$ cat src/rtl/smed_pkg.sv
package smed_pkg;

  localparam int unsigned DEPTH_DEF        = 64;
  localparam int unsigned SAMPLE_WIDTH_DEF = 32;

  localparam int unsigned SAMPLE_W = 32;
  localparam int unsigned MEDIAN_W = 32;
  localparam int unsigned COUNT_W  = 7;

  typedef enum logic [1:0] {
    STATUS_OK      = 2'd0,
    STATUS_EMPTY   = 2'd1,
    STATUS_DROPPED = 2'd2
  } status_e;

  typedef enum logic [3:0] {
    ST_IDLE  = 4'b0001,
    ST_SHIFT = 4'b0010,
    ST_SUM   = 4'b0100,
    ST_OUT   = 4'b1000
  } state_e;

  typedef struct packed {
    logic                       action;
    logic signed [SAMPLE_W-1:0] sample;
  } in_t;

  typedef struct packed {
    logic signed [MEDIAN_W-1:0] median_value;
    logic [COUNT_W-1:0]         sample_count;
    status_e                    status;
  } out_t;

  // Commands broadcast to every cell of the chain
  typedef struct packed {
    logic insert;
    logic shift;
    logic clear;
  } cell_ctrl_t;

endpackage

$ cat src/rtl/smed_cell.sv
module smed_cell import smed_pkg::*; #(
  parameter int unsigned SAMPLE_WIDTH = SAMPLE_WIDTH_DEF
) (
  input  logic                           clk_i,
  input  logic                           rst_ni,
  input  cell_ctrl_t                     ctrl_i,
  input  logic signed [SAMPLE_WIDTH-1:0] new_val_i,
  input  logic signed [SAMPLE_WIDTH-1:0] prev_val_i,
  input  logic                           prev_valid_i,
  input  logic                           prev_gt_i,
  input  logic signed [SAMPLE_WIDTH-1:0] next_val_i,
  output logic signed [SAMPLE_WIDTH-1:0] val_o,
  output logic                           valid_o,
  output logic                           gt_o
);

  logic signed [SAMPLE_WIDTH-1:0] val_q, val_d;
  logic                           valid_q, valid_d;
  logic                           gt;

  // Strictly greater: an equal sample lands behind existing ones
  assign gt = valid_q && (val_q > new_val_i);

  always_comb begin
    val_d   = val_q;
    valid_d = valid_q;
    if (ctrl_i.insert) begin
      if (prev_gt_i) begin
        // take the neighbor's entry, it was displaced by the new sample
        val_d   = prev_val_i;
        valid_d = 1'b1;
      end else if ((gt || !valid_q) && prev_valid_i) begin
        val_d   = new_val_i;
        valid_d = 1'b1;
      end
    end
    if (ctrl_i.shift) begin
      val_d = next_val_i;
    end
    if (ctrl_i.clear) begin
      valid_d = 1'b0;
    end
  end

  always_ff @(posedge clk_i or negedge rst_ni) begin
    if (!rst_ni) begin
      valid_q <= 1'b0;
    end else begin
      valid_q <= valid_d;
    end
  end

  always_ff @(posedge clk_i) begin
    val_q <= val_d;
  end

  assign val_o   = val_q;
  assign valid_o = valid_q;
  assign gt_o    = gt;

endmodule

$ cat config.mk
export PLATFORM = sky130hd
export DESIGN_NAME = smed_cell
export DESIGN_NICKNAME = d
export VERILOG_FILES = /design/src/rtl/smed_pkg.sv /design/src/rtl/smed_cell.sv
export SDC_FILE = /design/constraint.sdc
export NUM_CORES = 1
export LEC_CHECK = 0
export ABC_AREA = 0
export BUFFER_PORTS_ARGS = -buffer_cell sky130_fd_sc_hd__buf_2
export CAP_MARGIN = 10
export CORE_UTILIZATION = 45
export CTS_CLUSTER_SIZE = 14
export DETAILED_ROUTE_END_ITERATION = 10
export PLACE_DENSITY = 0.81
export RECOVER_POWER = 50
export SLEW_MARGIN = 15
export SYNTH_ARGS = -nofsm -noshare
export SYNTH_HDL_FRONTEND = slang
export SYNTH_SLANG_ARGS = --single-unit
$ cat constraint.sdc
create_clock -name clk_i -period 4.3 [get_ports clk_i]
set_input_delay 0.86 -clock clk_i [delete_from_list [all_inputs] [get_ports clk_i]]
set_output_delay 0.86 -clock clk_i [all_outputs]
set_load 0.02 [all_outputs]
==> summary.txt <==
Status
  – Outcome: completed

Worst setup path
  – Setup CP Type: in2out
  – CP startpoint kind: input pin
  – FF-to-FF End: val_o[18]
  – Reg-to-reg setup timing slack: approximately 1.5 ns
  – Critical-path maximum fanout: 3
  – RR Startpoint: val_o[14]
  – CP Capture Type: output pin
  – WP data required: between 3 and 4 ns
  – Worst path arrival time: about 2.9 ns
  – R2r worst-path depth: 8

Timing
  – Final setup viols: 0
  – Setup Skew: between 0.006 and 0.007 ns
  – Final TNS setup: 0 ns
  – Max frequency: roughly 0.27 GHz
  – Worst-margin pin slew: roughly 1.3 ns
  – Relative slew slack: around 16%
  – Final hold violations: 0
  – Fin. max-slew vios: 0
  – Crit share post-route: 86.7%
  – RSZ-0062 raised after global routing: no
  – Final Critical Period: roughly 3.7 ns

CTS
  – Clk_lat worst skew: between 0.2 and 0.3 ns
  – Root buffer cell: clkbuf_8
  – CTS clk-pin slew, worst paths: ~0.070 ns
  – Post-CTS Hold Fix Bufs: 0
  – Post-CTS setup buffer count: 0
  – Num CTS Buffers: 5
  – TritonCTS clock tree: yes
  – CTS Buffer Depth: 2
  – Clock sinks: 33
  – H-tree depth: 2
  – Post-CTS resize count: 0

Global route
  – Initial antenna violation count: 0
  – First-pass GRT wire length: approximately 10000 um
  – Largest net degree at the start of global routing: 36
  – Gr usage total: between 20% and 30%
  – Total global routing overflow: 0
  – Vias in the first global route: about 2500

Synth
  – Yosys top cell area share: a little under two fifths
  – Net Count, Synth: 396
  – Async set or reset register ratio after synthesis: 3.03%
  – Seq/Total Area, Yosys: between 30 and 40%
  – Gate Count Post-Synth: ~260
  – Number of synthesized register bits: 33
  – Yosys Warn Count: 0
  – Number of synthesized flops with an enable pin: 32
  – Syn Std Cell Area: 2510 um^2
  – Cell taking the most area after synthesis: edfxtp_1
  – Cell variety after synth: 30
  – Post-synth top flop: edfxtp_1
  – Synth area leaders: edfxtp_1 38%, ha_1 16%, mux2i_1 13%, o21ai_0 7.4%, nand2_1 5.7%
  – Synthesized area per cell: approximately 9.6 um^2

Pwr
  – Peak VDD IR: ~180 uV
  – Leak: roughly 0.0017 uW
  – Pwr dens: about 290 nW/um^2

Finish
  – Area growth syn-to-layout: 31.9%
  – Layout cells sized above 1: approximately 30%
  – Final Cell Area: between 3000 and 4000 um^2
  – Antenna Cells: 0
  – NumNets Final: 532
  – Fillers: 474

Detailed routing
  – Post-route DRC: 0
  – Routed len/inst: roughly 13 um
  – Drt first pass iters: 4
  – Drt via density: between 5 and 6
  – Final wirelength: roughly 6200 um
  – Vias post-DR: roughly 2400
  – Detailed Route Iter0 Violations: 80
  – Post-route ant nets: 0

Worst hold path
  – Worst Hold Class: in2async

Placement
  – Final HPWL DP: 5040 um
  – Gp weighted congestion: 0.775
  – PortBufs: around 140
  – DP Area: 3280 um^2

Floorplanning
  – Die W: around 77 um
  – Total I/O pin count: roughly 140
  – Core area: 5240 um^2
  – Rows: 26
  – Die Footprint: slightly below 6000 um^2
  – Die Span Y: 76.7 um
  – Starting Density: 48.0%

Job
  – Max cap viols: 0
## critical path: stages
cell,delay [ns]
buf_2,0.09
inv_1,0.04
ha_1,0.31
nand4_1,0.17
nor4_1,0.41
a21boi_2,0.22
o31a_2,0.18
a2111oi_4,0.05
nor4b_1,0.31
buf_2,0.22
## where the power goes
group          total, uW  internal [uW]  switching (uW)
logic                309            125             184
clock network        224            115             109
registers            423            402            21.9
total                957            642             315
## worst max-delay path by stage
| stage | to | slack (ns) | startpoint | cells past startpoint |
|---|---|---|---|---|
| 2_1_floorplan | val_o[0] | 0.62 | new_val_i[14] | 8 |
| 3_3_place_gp | gt_o | 0.55 | new_val_i[30] | 9 |
| 3_5_place_dp | gt_o | 0.59 | new_val_i[19] | 10 |
| 4_1_cts | gt_o | 0.58 | new_val_i[14] | 10 |
| 5_1_grt | gt_o | 0.41 | new_val_i[14] | 10 |
| 6_report | gt_o | 0.57 | new_val_i[14] | 10 |
## cell type report
type / count / area (um^2) / share of cell area [%]
Clock buffer: 8 / 80.1 / 2.42
Inverter: 32 / 120 / 3.62
Multi-Input combinational cell: 185 / 1370 / 41.4
Sequential cell: 33 / 986 / 29.7
Tap cell: 70 / 87.6 / 2.64
Timing Repair Buffer: 140 / 668 / 20.2
## cells in the final DEF (no fill, tap or decap), types with 2 or more instances in the layout
| cell type | instances |
|---|---|
| nand2_1 | 38 |
| o21ai_0 | 37 |
| mux2i_1 | 32 |
| ha_1 | 32 |
| a21o_1 | 2 |
| nor2_1 | 6 |
| nand2b_1 | 2 |
| buf_2 | 102 |
| inv_1 | 32 |
| buf_4 | 4 |
| a21oi_1 | 12 |
| edfxtp_1 | 32 |
| nor4_1 | 2 |
| clkbuf_8 | 5 |
| nand4_1 | 6 |
| clkbuf_1 | 37 |
| nand3_1 | 2 |
## cells in the mapped netlist, types with 2 or more instances
master     n
clkbuf_1   8
inv_1     32
nand2b_1   2
nor4_1     2
nand3_1    2
a21o_1     2
nand4_1    6
ha_1      32
nand2_1   38
o21ai_0   37
buf_2      3
mux2i_1   32
nor2_1     6
edfxtp_1  32
a21oi_1   12
## per-stage QoR
stage / utilization [%] / instances / power (uW) / hold slack, ns / worst slack, ns
after global placement: 62.6 / 460 / 737 / 0.544 / 0.546
after detailed placement: 62.6 / 460 / 748 / 0.558 / 0.590
final: 63.3 / 468 / 957 / 0.338 / 0.573
after CTS: 64.1 / 468 / 973 / 0.332 / 0.582
after floorplan: - / 261 / 620 / 0.564 / 0.622
after global routing: 63.3 / 468 / 1020 / 0.329 / 0.410
## registers in the layout (all words and copies together), names as in the netlist
register,flops
val_o,32
valid_o,1
## layer usage
layer / vias to the layer above / track usage [%] / wire length, um
met5: - / 0 / 0
met4: 0 / 7.12 / 93
met3: 10 / 5.71 / 468
met2: 100 / 38.9 / 3080
met1: 1047 / 25.2 / 2600
li1: 1205 / - / -
## cell families (layout without fill, tap and decap cells)
logic type | Yosys count | count (layout) | share of synthesized area (%)
flip-flops | 33 | 33 | 39.2
buffers and inverters | 43 | 180 | 6.57
AND/OR/NAND/NOR | 61 | 61 | 10.9
multiplexers | 32 | 32 | 12.7
AO/OA/AOI/OAI | 60 | 60 | 14.6
adder cells (fa/ha/maj) | 32 | 32 | 15.9
No activity file was read; power rests on OpenSTA's default activity.
